==> config.mk <==
export PLATFORM = sky130hd
export DESIGN_NAME = sis_cell
export DESIGN_NICKNAME = d
export VERILOG_FILES = /design/src/rtl/sis_pkg.sv /design/src/rtl/sis_cell.sv
export SDC_FILE = /design/constraint.sdc
export NUM_CORES = 1
export LEC_CHECK = 0
export BUFFER_PORTS_ARGS = -buffer_cell sky130_fd_sc_hd__buf_2
export CAP_MARGIN = 20
export CORE_ASPECT_RATIO = 1.75
export CORE_MARGIN = 10
export CORE_UTILIZATION = 35
export CTS_BUF_LIST = sky130_fd_sc_hd__clkbuf_8 sky130_fd_sc_hd__clkbuf_16
export DETAILED_ROUTE_END_ITERATION = 8
export PLACE_DENSITY = 0.69
export SLEW_MARGIN = 40
export SYNTH_ARGS = -nofsm -noshare
export SYNTH_HDL_FRONTEND = slang
export SYNTH_SLANG_ARGS = --single-unit
==> constraint.sdc <==
create_clock -name clk_i -period 5.2 [get_ports clk_i]
set_clock_uncertainty 0.2 [all_clocks]
set_input_delay 1.56 -clock clk_i [delete_from_list [all_inputs] [get_ports clk_i]]
set_output_delay 1.56 -clock clk_i [all_outputs]
set_load 0.03 [all_outputs]
==> src/rtl/sis_pkg.sv <==
// package for the stable insertion sorter
// types and constants shared by the sorter cells, output register and top level
`timescale 1ns / 1ps

package sis_pkg;

  // fixed field widths
  localparam int NodeW = 16;
  localparam int PosW  = 9;
  localparam int ArrW  = 10;

  // defaults for the top-level parameters
  localparam int DefCapacity = 512;
  localparam int DefKeyBits  = 20;

  // operation carried in s_axis_tuser
  typedef enum logic {
    OP_INSERT = 1'b0,
    OP_READ   = 1'b1
  } op_e;

  // per-cycle command broadcast to every cell
  typedef struct packed {
    logic ins;
    logic rd;
  } cell_ctrl_t;

  // flags that travel with a read-out result
  typedef struct packed {
    logic dropped;
    logic was_empty;
    logic is_last;
  } out_flags_t;

endpackage

==> src/rtl/sis_cell.sv <==
// one cell of the sorting row: holds one record and trades it with its neighbors
// depends on sis_pkg
`timescale 1ns / 1ps

module sis_cell #(
  parameter int KEY_BITS = sis_pkg::DefKeyBits
) (
  input  logic                     clk_i,
  input  sis_pkg::cell_ctrl_t      ctrl_i,
  input  logic                     occ_i,      // this cell holds a record
  input  logic                     tail_i,     // first free cell
  input  logic                     gt_prev_i,  // lower neighbor key is greater than new key
  input  logic [KEY_BITS-1:0]      new_key_i,
  input  logic [sis_pkg::NodeW-1:0] new_node_i,
  input  logic [sis_pkg::PosW-1:0] new_pos_i,
  input  logic [KEY_BITS-1:0]      prev_key_i,
  input  logic [sis_pkg::NodeW-1:0] prev_node_i,
  input  logic [sis_pkg::PosW-1:0] prev_pos_i,
  input  logic [KEY_BITS-1:0]      next_key_i,
  input  logic [sis_pkg::NodeW-1:0] next_node_i,
  input  logic [sis_pkg::PosW-1:0] next_pos_i,
  output logic                     gt_o,
  output logic [KEY_BITS-1:0]      key_o,
  output logic [sis_pkg::NodeW-1:0] node_o,
  output logic [sis_pkg::PosW-1:0] pos_o
);

  logic [KEY_BITS-1:0]       key_q, key_d;
  logic [sis_pkg::NodeW-1:0] node_q, node_d;
  logic [sis_pkg::PosW-1:0]  pos_q, pos_d;

  // strictly greater keys move up, so equal keys keep arrival order
  assign gt_o = occ_i && (key_q > new_key_i);

  // next contents: shift up on insert, take the new record at the insertion point,
  // shift down on read-out
  always_comb begin
    key_d  = key_q;
    node_d = node_q;
    pos_d  = pos_q;
    if (ctrl_i.ins) begin
      if (gt_prev_i) begin
        key_d  = prev_key_i;
        node_d = prev_node_i;
        pos_d  = prev_pos_i;
      end else if (gt_o || tail_i) begin
        key_d  = new_key_i;
        node_d = new_node_i;
        pos_d  = new_pos_i;
      end
    end else if (ctrl_i.rd) begin
      key_d  = next_key_i;
      node_d = next_node_i;
      pos_d  = next_pos_i;
    end
  end

  // record payload, no reset
  always_ff @(posedge clk_i) begin
    key_q  <= key_d;
    node_q <= node_d;
    pos_q  <= pos_d;
  end

  assign key_o  = key_q;
  assign node_o = node_q;
  assign pos_o  = pos_q;

endmodule

==> results.py, run 1 <==
metrics = {
    "synthesis": {
        "ys_ff_latch": 45,
        "yosys.area.top_type_share_pct": 47.3,
        "synth.yosys.seq_area_share_pct": 47.3,
        "synth_area_mm2": 0.00285,
        "synth_warnings": 0,
        "synth_edf_count": 45,
        "synth.cells.most_frequent": "55 x a21oi_1, 47 x nor2_1, 45 x edfxtp_1, 45 x mux2i_1, 21 x inv_1",
        "yosysMostFrequentCell": "a21oi_1",
        "yosys.cell_types.count": 25,
        "synth.area.top_cells": "edfxtp_1 47%, mux2i_1 16%, a21oi_1 9.6%",
        "ys.flop_type": "edfxtp_1",
        "synth.largest_area_cell": "edfxtp_1",
        "synth-async-reset-ratio_pct": 0,
        "syn_nets": 434,
        "syn_avg_cell_area_um2": 10.5,
        "syn_inst": 273,
    },
    "setup_path": {
        "end_kind": "output pin",
        "worstPathArrival_ns": 3.20,
        "reg2reg_setup_slack_ns": 2.48,
        "crit_chain": "buf_2 > inv_1 > ha_1 > a21oi_1 > o21ai_0 > a2111oi_2 > a21boi_1 > buf_2",
        "crit_family": "compound AO/OA/AOI/OAI gates",
        "path_buf_inv": 3,
        "max_stage_delay_ns": 0.57,
        "cpMostUsedCell": "buf_2",
        "crit_required_ns": 3.44,
        "path_max_fanout": 3,
        "slowest_stage": "a2111oi_2",
        "critPathLaunchType": "primary input",
        "path_class": "primary input to output pin",
    },
    "timing": {
        "slew_viol_final": 0,
        "period_minus_slack_ns": 4.96,
        "fmax_mhz": 202,
        "slew_headroom_pct": 48.2,
        "rsz0062_at_grt": "false",
        "setup_viol": 0,
        "finalHoldViolations": 0,
        "whs_ns": 1.34,
        "tightest_slew_ns": 0.778,
        "setup_tns_ns": 0,
        "fin_crit_sh_pct": 95.4,
    },
    "pwr": {
        "power_density_mw_per_mm2": 269,
        "internal-power_mw": 0.739,
        "p_leak_nw": 2.02,
        "p_sw_share_pct": 31.3,
        "pwr-share-clk_pct": 27.8,
        "switching_power_mw": 0.337,
        "vdd_drop_max_mv": 0.148,
        "p_comb_share_pct": 29.3,
        "seq_power_share_pct": 42.9,
    },
    "finish": {
        "antenna_cells": 0,
        "seqCellArea_mm2": 0.00135,
        "multiInputGateArea_mm2": 0.00136,
        "nets": 616,
        "drive_above_1_share_pct": 44.4,
        "final_core_util_pct": 50.2,
        "areaGrowthSynthToFinish_pct": 39.9,
        "fillers": 750,
    },
    "clock_tree": {
        "cts_tree": "done",
        "cts.htree.levels": 2,
        "cts_buffers": 5,
        "clkTransAtPathRegs_ns": 0.06,
        "clockBufferDepth": 2,
        "clock_sinks": 45,
        "clk-insertion-delay-late_ns": 0.28,
        "ctsHoldBuffers": 0,
        "clock-root-buffer": "clkbuf_16",
        "post_cts_buffers": 0,
        "post_cts_resized": 0,
    },
    "die": {
        "die_h_um": 139,
        "ioPinCount": 187,
        "chipWidth_um": 88.3,
        "coreArea_mm2": 0.00796,
        "start_util_pct": 35.8,
        "rows": 43,
        "dieArea_mm2": 0.0123,
    },
    "outcome": {
        "status": "complete, no violations",
    },
    "global_routing": {
        "grt_pass1_wl_mm": 13.8,
        "grt_max_degree": 56,
        "grt_overflow_total": 0,
        "antenna_found_initial": 0,
        "grt_pass1_vias": 2860,
        "grt_util_all_layers_pct": 14.3,
    },
    "min_path": {
        "hold_path.class": "flop to flop",
    },
    "detailed_routing": {
        "wl_mm": 8.97,
        "viasPerCell": 4.91,
        "drt_iter0_drc": 55,
        "drt_first_pass_iters": 4,
        "drcViolationCount": 0,
        "routedWlPerCell_um": 16.5,
        "final_antenna_net_count": 0,
        "vias": 2675,
    },
    "placed_design": {
        "gp_congestion": 0.816,
        "io_buffers": 186,
        "post-dp-hpwl_mm": 7.47,
    },
    "job": {
        "drv_cap": 0,
    },
}
[sequential cells by signal, indices dropped and copies added, names as in the netlist]
signal and count:
key_o 20, pos_o 9, node_o 16
[kinds of logic after synthesis]
| kind of cell | Yosys count | share of synthesized area [%] |
|---|---|---|
| buf+inv | 36 | 5.35 |
| mux | 45 | 15.8 |
| compound gates | 66 | 12.9 |
| flops | 45 | 47.3 |
| simple gates | 61 | 9.86 |
| fa+ha+maj | 20 | 8.77 |
[cell type report]
class / count / area share (%)
multi-input combinational: 192 / 34.0
sequential: 45 / 33.8
timing repair buffer: 190 / 24.1
clock buffer: 5 / 3.13
tap: 90 / 2.82
inverter: 21 / 1.97
clock inverter: 2 / 0.188
[power groups by stage]
| stage | logic [mW] | registers (mW) | clock network, mW |
|---|---|---|---|
| after floorplan | 0.120 | 0.546 | 0 |
| after global placement | 0.314 | 0.468 | 0 |
| after detailed placement | 0.320 | 0.469 | 0 |
| after CTS | 0.321 | 0.462 | 0.308 |
| after global routing | 0.345 | 0.466 | 0.323 |
| final | 0.316 | 0.461 | 0.299 |
[cell usage in the layout (no fill, tap or decap), drive strengths merged]
master and count:
nand4 4, o21ai 3, buf 190, clkinv 1, inv 22, ha 20, nor2 47, a21boi 2
nand2 6, a21oi 56, mux2i 45, nor3 1, nor4 1, a2111oi 1, clkbuf 5, o22ai 1
nand3 2, a21o 2, edfxtp 45, a211oi 1
[worst paths after layout]
check	endpoint	cells past startpoint	from
hold / removal	key_o[10]$_DFFE_PP_	7	key_o[1]$_DFFE_PP_
setup / recovery	gt_o	8	new_key_i[7]
hold reg to reg	key_o[10]$_DFFE_PP_	7	key_o[1]$_DFFE_PP_
setup reg to reg	key_o[1]$_DFFE_PP_	6	key_o[15]$_DFFE_PP_
[per-layer routing]
layer | vias up | track usage [%] | share of wire [%]
met5 | - | 0 | 0
met4 | 0 | 4.79 | 1.8
met3 | 11 | 5.14 | 9.0
met2 | 117 | 26.5 | 54
met1 | 1197 | 13.9 | 35
li1 | 1350 | - | -
[worst register-to-register path, stage by stage (launching register included)]
cell	delay, ns
edfxtp_1	0.39
ha_1	0.35
nand4_2	0.19
nor4_4	0.36
a21oi_1	0.16
a21oi_4	0.16
buf_4	0.50
[through the flow]
stage | worst slack (ns) | area (um2) | total power [mW] | cells
finish | 0.239 | 3990 | 1.08 | 545
CTS | 0.218 | 3990 | 1.09 | 545
floorplan | 0.502 | 2850 | 0.666 | 273
global route | 0.0627 | 3990 | 1.13 | 545
detailed placement | 0.219 | 3860 | 0.790 | 538
global placement | 0.232 | 3860 | 0.782 | 538
No activity file was read; power rests on OpenSTA's default activity.
==> inputs of run 2 (changes only) <==
Settings changed: CTS_BUF_LIST sky130_fd_sc_hd__clkbuf_8 sky130_fd_sc_hd__clkbuf_16 to sky130_fd_sc_hd__clkbuf_8.
==> run 2 against run 1 <==
  * Sequential share of layout area rose by 0.48 points
  * Highest routed layer unchanged
  * Setup slack barely moved
  * Routed wire length rose by 0.22%
  * Core utilization fell by 0.71 points
  * Power fell by 8.7%
  * Combinational power barely moved
  * Final cell count did not move
  * Clock power fell by 31%
  * Critical endpoint unchanged
  * Sequential cell count did not move
  * Global-route usage barely moved
  * Largest cell class unchanged
==> results.py, run 2 (same netlist as run 1, synthesis figures left out) <==
metrics = {
    "pwr": {
        "p_leak_nw": 2.00,
        "vdd_drop_max_mv": 0.167,
        "power_density_mw_per_mm2": 249,
    },
    "timing": {
        "slew_headroom_pct": 48.2,
        "slew_viol_final": 0,
        "period_minus_slack_ns": 4.96,
        "fin_crit_sh_pct": 95.4,
        "fmax_mhz": 202,
        "whs_ns": 1.34,
        "setup_viol": 0,
        "setup_tns_ns": 0,
        "tightest_slew_ns": 0.778,
        "rsz0062_at_grt": "false",
        "finalHoldViolations": 0,
    },
    "die": {
        "rows": 43,
        "dieArea_mm2": 0.0123,
        "die_h_um": 139,
        "chipWidth_um": 88.3,
        "coreArea_mm2": 0.00796,
        "start_util_pct": 35.8,
        "ioPinCount": 187,
    },
    "job": {
        "drv_cap": 0,
    },
    "placed_design": {
        "gp_congestion": 0.816,
        "io_buffers": 186,
        "dp.cells": 538,
        "post-dp-hpwl_mm": 7.47,
    },
    "clock_tree": {
        "cts_tree": "done",
        "ctsHoldBuffers": 0,
        "cts.htree.levels": 2,
        "cts_buffers": 5,
        "clockBufferDepth": 2,
        "clk-insertion-delay-late_ns": 0.30,
        "clock-root-buffer": "clkbuf_8",
        "clkTransAtPathRegs_ns": 0.08,
        "clock_sinks": 45,
        "post_cts_resized": 0,
        "post_cts_buffers": 0,
    },
    "finish": {
        "areaGrowthSynthToFinish_pct": 38.0,
        "mostFrequentLayoutCells": "186 x buf_2, 55 x a21oi_1, 47 x nor2_1",
        "stdcell_count": 545,
        "final_core_util_pct": 49.5,
        "drive_above_1_share_pct": 44.4,
        "antenna_cells": 0,
        "fillers": 755,
        "nets": 616,
        "layout_commonest_cell": "buf_2",
        "largest_register_ffs": 20,
    },
    "setup_path": {
        "critPathLaunchType": "primary input",
        "crit_required_ns": 3.44,
        "path_class": "primary input to output pin",
        "path_max_fanout": 3,
        "end_kind": "output pin",
        "worstPathArrival_ns": 3.20,
    },
    "detailed_routing": {
        "wl_mm": 8.99,
        "viasPerCell": 4.88,
        "drt_first_pass_iters": 4,
        "drt_iter0_drc": 68,
        "drcViolationCount": 0,
        "final_antenna_net_count": 0,
        "vias": 2659,
        "routedWlPerCell_um": 16.5,
    },
    "global_routing": {
        "busiest_layer": "met2",
        "use_met2_pct": 26.4,
        "antenna_found_initial": 0,
        "grt_max_degree": 56,
        "grt_overflow_total": 0,
        "grt_pass1_vias": 2860,
        "grt_util_all_layers_pct": 14.3,
        "use_met1_pct": 14.0,
        "grt_pass1_wl_mm": 13.9,
        "met3_usage_pct": 5.14,
    },
    "min_path": {
        "hold_path.class": "flop to flop",
    },
    "outcome": {
        "status": "complete, no violations",
    },
}
## run 2: final timing paths
check	startpoint	end	slack, ns	cells after the start
min	key_o[1]$_DFFE_PP_	key_o[10]$_DFFE_PP_	1.34	7
min reg2reg	key_o[1]$_DFFE_PP_	key_o[10]$_DFFE_PP_	1.34	7
max	new_key_i[7]	gt_o	0.24	8
max reg2reg	key_o[15]$_DFFE_PP_	key_o[1]$_DFFE_PP_	2.48	6
## run 2: per-stage QoR
step / setup slack (ns) / instance area (um2) / power [mW]
finish: 0.239 / 3940 / 0.982
global route: 0.0627 / 3940 / 1.04
CTS: 0.218 / 3940 / 0.997
global placement: 0.232 / 3860 / 0.782
floorplan: 0.502 / 2850 / 0.666
detailed placement: 0.219 / 3860 / 0.790
## run 2: report_power, final
part           total (mW)  internal, mW  switching (mW)
clock               0.206        0.0889           0.117
sequential          0.460         0.448          0.0128
combinational       0.316         0.119           0.197
total               0.982         0.655           0.327
## run 2: worst max-delay path, stage by stage
cell and delay, ns:
buf_2 0.09, inv_1 0.04, ha_1 0.31, a21oi_1 0.14, o21ai_0 0.17, a2111oi_2 0.57
a21boi_1 0.13, buf_2 0.20
## run 2: cell type report
class / instances / area (um2) / share of cell area, %
flip-flops and latches: 45 / 1350 / 34.3
inverters: 21 / 78.8 / 2.00
multi-input cells: 192 / 1360 / 34.5
clock inverters: 2 / 7.51 / 0.191
repair buffers: 190 / 961 / 24.4
well taps: 90 / 113 / 2.86
clock buffers: 5 / 68.8 / 1.75
## run 2: metal layers
layer  vias up  share of wire (%)
met4         0                1.8
li1       1350                  -
met1      1185                 36
met5         -                  0
met3        11                8.9
met2       113                 54
