[src/rtl/sis_pkg.sv]
// package for the stable insertion sorter
// types and constants shared by the sorter cells, output register and top level
`timescale 1ns / 1ps

package sis_pkg;

  // fixed field widths
  localparam int NodeW = 16;
  localparam int PosW  = 9;
  localparam int ArrW  = 10;

  // defaults for the top-level parameters
  localparam int DefCapacity = 512;
  localparam int DefKeyBits  = 20;

  // operation carried in s_axis_tuser
  typedef enum logic {
    OP_INSERT = 1'b0,
    OP_READ   = 1'b1
  } op_e;

  // per-cycle command broadcast to every cell
  typedef struct packed {
    logic ins;
    logic rd;
  } cell_ctrl_t;

  // flags that travel with a read-out result
  typedef struct packed {
    logic dropped;
    logic was_empty;
    logic is_last;
  } out_flags_t;

endpackage

[src/rtl/sis_out_reg.sv]
// output register for read-out results, holds a result until the master side takes it
// depends on sis_pkg
`timescale 1ns / 1ps

module sis_out_reg #(
  parameter int KEY_BITS = sis_pkg::DefKeyBits
) (
  input  logic                      clk_i,
  input  logic                      rst_ni,
  input  logic                      load_i,
  input  logic                      take_i,
  input  logic [KEY_BITS-1:0]       key_i,
  input  logic [sis_pkg::NodeW-1:0] node_i,
  input  logic [sis_pkg::PosW-1:0]  pos_i,
  input  sis_pkg::out_flags_t       flags_i,
  output logic                      valid_o,
  output logic [KEY_BITS-1:0]       key_o,
  output logic [sis_pkg::NodeW-1:0] node_o,
  output logic [sis_pkg::PosW-1:0]  pos_o,
  output sis_pkg::out_flags_t       flags_o
);

  logic                      valid_q, valid_d;
  logic [KEY_BITS-1:0]       key_q;
  logic [sis_pkg::NodeW-1:0] node_q;
  logic [sis_pkg::PosW-1:0]  pos_q;
  sis_pkg::out_flags_t       flags_q;

  // valid holds until the transfer completes
  always_comb begin
    valid_d = valid_q;
    if (load_i) begin
      valid_d = 1'b1;
    end else if (take_i) begin
      valid_d = 1'b0;
    end
  end

  always_ff @(posedge clk_i or negedge rst_ni) begin
    if (!rst_ni) begin
      valid_q <= 1'b0;
    end else begin
      valid_q <= valid_d;
    end
  end

  // payload
  always_ff @(posedge clk_i) begin
    if (load_i) begin
      key_q   <= key_i;
      node_q  <= node_i;
      pos_q   <= pos_i;
      flags_q <= flags_i;
    end
  end

  assign valid_o = valid_q;
  assign key_o   = key_q;
  assign node_o  = node_q;
  assign pos_o   = pos_q;
  assign flags_o = flags_q;

endmodule

[config.mk]
export PLATFORM = sky130hd
export DESIGN_NAME = sis_out_reg
export DESIGN_NICKNAME = d
export VERILOG_FILES = /design/src/rtl/sis_pkg.sv /design/src/rtl/sis_out_reg.sv
export SDC_FILE = /design/constraint.sdc
export NUM_CORES = 1
export LEC_CHECK = 0
export BUFFER_PORTS_ARGS = -buffer_cell sky130_fd_sc_hd__buf_2
export CAP_MARGIN = 15
export CORE_MARGIN = 2
export CORE_UTILIZATION = 42
export CTS_BUF_LIST = sky130_fd_sc_hd__clkbuf_4
export DETAILED_ROUTE_END_ITERATION = 6
export PLACE_DENSITY_LB_ADDON = 0.2
export SYNTH_ARGS = -nofsm -noshare
export SYNTH_HDL_FRONTEND = slang
export SYNTH_SLANG_ARGS = --single-unit
[constraint.sdc]
create_clock -name clk_i -period 0.8 [get_ports clk_i]
set_input_delay 0.04 -clock clk_i [delete_from_list [all_inputs] [get_ports clk_i]]
set_output_delay 0.04 -clock clk_i [all_outputs]
set_load 0.1 [all_outputs]
==> results.md, run 1 <==
* Run status: stopped before the end
* Stopping stage: clock tree synthesis
* First Err: [ERROR DPL-0038] Utilization greater than 100%, impossible to legalize
* Post-synth top area share at 97.5%
* Leading area contributor after synthesis: edfxtp_1
* Sink Count at 49
* Max Buffers Root-to-Sink at 2
* Post CTS Setup Buffer Count at 0
* Synthesized area per cell at 29.0 um^2
* Initial core utilization at 43.9%
* Area contributors post-synth: edfxtp_1 (98%), dfrtp_1 (1.7%), a21o_1 (0.51%), inv_1 (0.25%)
* Top Ports at 101
* Dpl ws at 0.0689 ns
* Number of buffers created by CTS at 5
* Synth Net Count at 103
* Placer Congestion at 0.658
* Die height at 63.3 um
* Rows at 21
* Placed Cells at 199
* Ys Warns at 0
* Netlist cell types at 4
* Resize count post-CTS at 0
* Cells after synthesis at 51
* Synth Register Bits at 49
* Hold Buf Count CTS at 51
* IO buf count at 100
* Chip Width at 63.3 um
* Post-Syn Area at 1480 um^2
* Sequential area share after synthesis at 99.2%
* H-Tree Level Count at 2
* Root Buffer: clkbuf_4
-- cell families after synthesis --
| family | count (synthesis) | share of synthesized area (%) |
|---|---|---|
| AOI/OAI and AO/OA | 1 | 0.508 |
| buffers and inverters | 1 | 0.254 |
| DFF | 49 | 99.2 |
-- metrics by stage --
step                      TNS [ns]  area, um^2
after floorplan              -7.05        1480
after global placement           0        2810
after detailed placement         0        2810
-- cell usage after synthesis, drive strengths merged --
library cell / n
edfxtp: 48
a21o: 1
dfrtp: 1
inv: 1
==> run 2: changes to the inputs <==
- CORE_UTILIZATION: 42 -> 35
- CTS_BUF_LIST: sky130_fd_sc_hd__clkbuf_4 -> unset
- PLACE_DENSITY_LB_ADDON: 0.2 -> 0.15
==> results.md, run 2 <==
* Run status: finished with violations
* Failing checks: negative setup slack
* DP Area at 2840 um^2 (+0.89%)
* Most common cell in the netlist: edfxtp_1
* Initial core utilization at 36.7% (-7.3 points)
* Ys async rst share at 2.04% (unchanged)
* Iter 0 DRT Violations at 41
* Synth Net Count at 103 (unchanged)
* Area contributors post-synth: edfxtp_1 (98%), dfrtp_1 (1.7%), a21o_1 (0.51%), inv_1 (0.25%)
* Tcrit/Tclk final at 120%
* Chip Width at 69.0 um (+8.9%)
* Crit path required time at 0.76 ns
* Relative slew slack at 88.4%
* Post-synth EDFFs at 48 (unchanged)
* Reg2reg start: valid_o
* Number of buffers created by CTS at 5 (unchanged)
* Synthesized area per cell at 29.0 um^2 (unchanged)
* Via Count at 1077
* Worst hold path class: input port to flip-flop
* GR Layer Usage met1 at 17.7%
* WP buf/inv at 1
* Worst-path cell chain: buf_12
* Crit Path Max Fanout at 1
* Most frequent cells in the layout: buf_12 (52), buf_2 (51), dlygate4sd3_1 (49), edfxtp_1 (48), clkbuf_8 (5)
* RSZ-0062 raised after global routing: true
* CP Launch Type: flip-flop
* Post-Syn Area at 1480 um^2 (unchanged)
* H-Tree Level Count at 2 (unchanged)
* Peak supply drop at 1.40 mV
* IO buf count at 100 (unchanged)
* Critical path type: flip-flop to primary output
* Top cells by count, synth: edfxtp_1 (48), a21o_1 (1), dfrtp_1 (1), inv_1 (1)
* Max reg flops at 20
* PwrDens at 2100 nW/um^2
* WHS at 0.0325 ns
* Rows at 23 (+9.5%)
* Max-Cap Viols at 0
* Setup TNS at -6.79 ns
* Detailed placer's ending HPWL at 2.45 mm
* Leading area contributor after synthesis: edfxtp_1
* Crit path DAT at 0.92 ns
* Pleak at 1.42 nW
* Post-route insts no fill at 261
* CTS tree: yes
* Worst setup margin at -0.158 ns
* Area grow syn2layout at 131%
* Vias in the first global route at 1178
* Netlist cell types at 4 (unchanged)
* R2r setup slk at 0.10 ns
* Slew @ Worst Pin at 0.175 ns
* Sink Count at 49 (unchanged)
* First-pass GRT wire length at 5.55 mm
* Hold path depth at 3
* Drt total wl at 3.82 mm
* Final Critical Period at 0.958 ns
* Worst-Skew Late Latency at 0.28 ns
* Top Ports at 101 (unchanged)
* Hold Vio Cnt, Final at 0
* Finished Cell Area at 3410 um^2
* Routed WL per cell at 14.6 um
* Grt met3 use at 7.14%
* Fmax at 1.04 GHz
* Antenna violations before repair at 0
* Sequential area share after synthesis at 99.2% (unchanged)
* Post-route ant nets at 0
* Core ar. at 4030 um^2
* R2r worst-path depth at 1
* Clock slew at reported path FFs at 0.07 ns
* Most common flop cell mapped by yosys: edfxtp_1
* Post CTS Setup Buffer Count at 0 (unchanged)
* Grt ovf at 0
* Grt met2 use at 31.9%
* Max Transition Viols Final at 0
* Delay-heaviest family, CP: flip-flops
* Synth Register Bits at 49 (unchanged)
* CP max stage delay at 0.43 ns
* Cells after synthesis at 51 (unchanged)
* # nets final at 262
* Commonest non-fill, non-tap cell in the layout: buf_12
* Setup-violating endpoint count in the final report at 49
* Drt pass-1 iters at 4
* Pin count of the biggest net entering global routing at 21
* Endpoint of the worst register-to-register path: valid_o
* Max Buffers Root-to-Sink at 2 (unchanged)
* Detail-routed via count per cell at 4.13
* Placed Cells at 204 (+2.5%)
* CP max-delay cell: edfxtp_1
* Die height at 69.0 um (+8.9%)
* Dpl ws at 0.0992 ns (+0.0304 ns)
* Global routing's busiest layer: met2
* Root Buffer: clkbuf_8
* # DRC at 0
* Endpoint type of the worst setup path: primary output
* Post-synth top area share at 97.5% (unchanged)
* Die area at 4760 um^2
* Placer Congestion at 0.650 (-1.1%)
* Worst Setup SP: key_o[15]
* Total track usage at 17.3%
* CP endpoint: key_o[15]
* Share of layout cells above drive strength 1 at 51.7%
* Stages on worst setup path at 1
* # diodes at 0
* Fin Clk Skew at 0 ns
* Ys Warns at 0 (unchanged)
[run 2: stage by stage]
stage                     power, mW  util (%)
after CTS                      7.22      84.6
final                          7.17      84.6
after global placement         5.70      70.4
after global routing           7.39      84.6
after detailed placement       5.72      70.4
after floorplan                4.61         -
[run 2: per-layer routing]
metal / up-vias / wire, um
li1: 518 / -
met1: 492 / 1280
met2: 65 / 2140
met3: 2 / 391
met4: 0 / 14
met5: - / 0
[run 2: worst min path at each step]
stage / startpoint / end / slack [ns]
after CTS: take_i / valid_o / 0.0004
after global routing: take_i / valid_o / 0.03
after detailed placement: rst_ni / valid_o / -0.18
after floorplan: rst_ni / valid_o / -0.26
final: take_i / valid_o / 0.03
after global placement: rst_ni / valid_o / -0.19
[run 2: kinds of logic (layout without fill, tap and decap cells)]
kind of cell / after synthesis / after routing / share of synthesized area [%]
AO/OA/AOI/OAI: 1 / 1 / 0.508
buffers and inverters: 1 / 161 / 0.254
flip-flops: 49 / 49 / 99.2
[run 2: layout make-up]
cell class / count / area [um^2]
Clock buffer: 8 / 80.1
Sequential cell: 49 / 1470
Fill cell: 188 / 621
Inverter: 1 / 3.75
Tap cell: 50 / 62.6
Multi-Input combinational cell: 1 / 7.51
Timing Repair Buffer: 152 / 1790
[run 2: tightest hold or removal path, stage by stage]
cell	delay [ns]
buf_2	0.10
inv_1	0.05
a21o_1	0.09
[run 2: power by group]
part           switching (mW)  total (mW)  internal (mW)
sequential              0.164        3.22           3.05
combinational            1.64        2.63          0.996
clock                   0.695        1.32          0.621
[run 2: what timing repair did]
| action | in CTS | in global routing |
|---|---|---|
| setup endpoints to repair | 49 | 49 |
| pin swaps | 0 | 0 |
| hold buffers | 49 | 0 |
| endpoints found under the hold margin | 49 | 0 |
| gates resized for setup | 0 | 0 |
| cloned | 0 | 0 |
No activity file was read; power rests on OpenSTA's default activity.
==> run 3: changes to the inputs <==
- BUFFER_PORTS_ARGS: -buffer_cell sky130_fd_sc_hd__buf_2 -> unset
- DONT_BUFFER_PORTS: unset -> 1
==> results.md, run 3 (synthesized netlist as in run 2, its figures left out) <==
* # nets final at 209 (-20%)
* CTS tree: yes
* WHS at -0.139 ns (-0.171 ns)
* First-pass GRT wire length at 4.58 mm (-17%)
* Dpl ws at 0.103 ns (+0.00428 ns)
* Net Sw Frac at 34.5% (-0.30 points)
* Relative slew slack at 90.6% (+2.1 points)
* Initial core utilization at 36.7% (unchanged)
* Core ar. at 4030 um^2 (unchanged)
* Area grow syn2layout at 110%
* CP Launch Type: flip-flop
* Slew @ Worst Pin at 0.142 ns (-0.0331 ns)
* Failing checks: negative hold slack, negative setup slack
* Share of layout cells above drive strength 1 at 34.8% (-17 points)
* Pin count of the biggest net entering global routing at 50 (+140%)
* Vias in the first global route at 976 (-17%)
* Detail-routed via count per cell at 4.28 (+3.8%)
* RSZ-0062 raised after global routing: true
* Peak supply drop at 1.66 mV (+18%)
* Post CTS Setup Buffer Count at 0 (unchanged)
* H-Tree Level Count at 2 (unchanged)
* Via Count at 891 (-17%)
* CP max stage delay at 0.44 ns (about the same)
* Antenna violations before repair at 0 (unchanged)
* Hold Vio Cnt, Final at 49 (+49)
* CP max-delay cell: edfxtp_1
* Routed WL per cell at 15.9 um (+8.4%)
* Power share of the combinational group at 35.1% (-1.7 points)
* Delay-heaviest family, CP: flip-flops
* Worst-Skew Late Latency at 0.28 ns (about the same)
* Worst hold path class: input port to flip-flop
* Max reg flops at 20 (unchanged)
* Drt total wl at 3.30 mm (-14%)
* Number of buffers created by CTS at 5 (unchanged)
* Commonest non-fill, non-tap cell in the layout: dlygate4sd3_1
* P_int at 4.56 mW (-2.3%)
* Tcrit/Tclk final at 120% (+0.66 points)
* Total track usage at 14.2% (-3.0 points)
* Crit path required time at 0.76 ns (about the same)
* Die area at 4760 um^2 (unchanged)
* # DRC at 0 (unchanged)
* # diodes at 0 (unchanged)
* Placer Congestion at 0.590 (-9.3%)
* Clock power share at 18.8% (+0.4 points)
* IO buf count at 0 (-100%)
* Root Buffer: clkbuf_8
* Iter 0 DRT Violations at 30 (-27%)
* Die height at 69.0 um (unchanged)
* Setup-violating endpoint count in the final report at 49 (unchanged)
* Drt pass-1 iters at 3 (-1)
* Run status: finished with violations
* Grt ovf at 0 (unchanged)
* Clock slew at reported path FFs at 0.08 ns (about the same)
* Pleak at 1.20 nW (-16%)
* Hold Buf Count CTS at 50 (+2.0%)
* Post-route ant nets at 0 (unchanged)
* Endpoint type of the worst setup path: primary output
* Fin Clk Skew at 0 ns (unchanged)
* NetSw at 2.41 mW (-3.6%)
* Rows at 23 (unchanged)
* Chip Width at 69.0 um (unchanged)
* Top Ports at 101 (unchanged)
* Max Buffers Root-to-Sink at 2 (unchanged)
* Max Transition Viols Final at 0 (unchanged)
* Final Critical Period at 0.963 ns (+0.00529 ns)
* Resize count post-CTS at 0 (unchanged)
* Worst setup margin at -0.163 ns (-0.00529 ns)
* Crit Path Max Fanout at 1 (unchanged)
* Critical path type: flip-flop to primary output
* Flop pwr share at 46.1% (+1.2 points)
* Sink Count at 49 (unchanged)
* PwrDens at 2250 nW/um^2 (+6.8%)
* WP buf/inv at 1 (unchanged)
* Most frequent cells in the layout: dlygate4sd3_1 (50), buf_12 (49), edfxtp_1 (48), clkbuf_8 (5), clkbuf_1 (3)
* Fmax at 1.04 GHz (-0.55%)
* Worst-path cell chain: buf_12
* Crit path DAT at 0.92 ns (about the same)
* Max-Cap Viols at 0 (unchanged)
run 3: path summary, 6_finish.rpt:
path                       depth (start not counted)  slack, ns         end  startpoint
hold reg to reg                                    1       0.54     valid_o     valid_o
setup / recovery                                   1      -0.16  node_o[11]  node_o[11]
hold / removal                                     0      -0.14   key_o[18]      load_i
max in group asynchronous                          2       0.19     valid_o      rst_ni
min in group asynchronous                          2       0.49     valid_o      rst_ni
setup reg to reg                                   1       0.09     valid_o     valid_o
run 3: layer usage:
layer | track usage, % | routed length (um) | vias up
li1 | - | - | 413
met1 | 13.3 | 962 | 411
met2 | 26.7 | 1920 | 63
met3 | 5.68 | 393 | 4
met4 | 6.62 | 29 | 0
met5 | 0 | 0 | -
run 3: stage by stage:
stage	util (%)	std cells	TNS (ns)	area (um^2)	power [mW]
after floorplan	-	51	-7.05	1480	4.61
after global routing	77.0	208	-7.97	3100	7.15
after CTS	77.0	208	-7.33	3100	7.03
after global placement	62.6	150	0	2520	5.51
after detailed placement	62.6	150	0	2520	5.53
final	77.0	208	-6.59	3100	6.97
run 3: area by class of cell:
class,instances,area [um^2]
clock buffers,8,80.1
fillers,237,926
inverters,1,3.75
multi-input cells,1,7.51
flip-flops and latches,49,1470
well taps,50,62.6
repair buffers,99,1480
run 3: power groups by stage:
stage	logic [mW]	clock network (mW)	registers, mW
after floorplan	0.00352	0	4.61
after global placement	2.24	0	3.27
after detailed placement	2.25	0	3.28
after CTS	2.45	1.36	3.22
after global routing	2.49	1.43	3.23
final	2.44	1.31	3.21
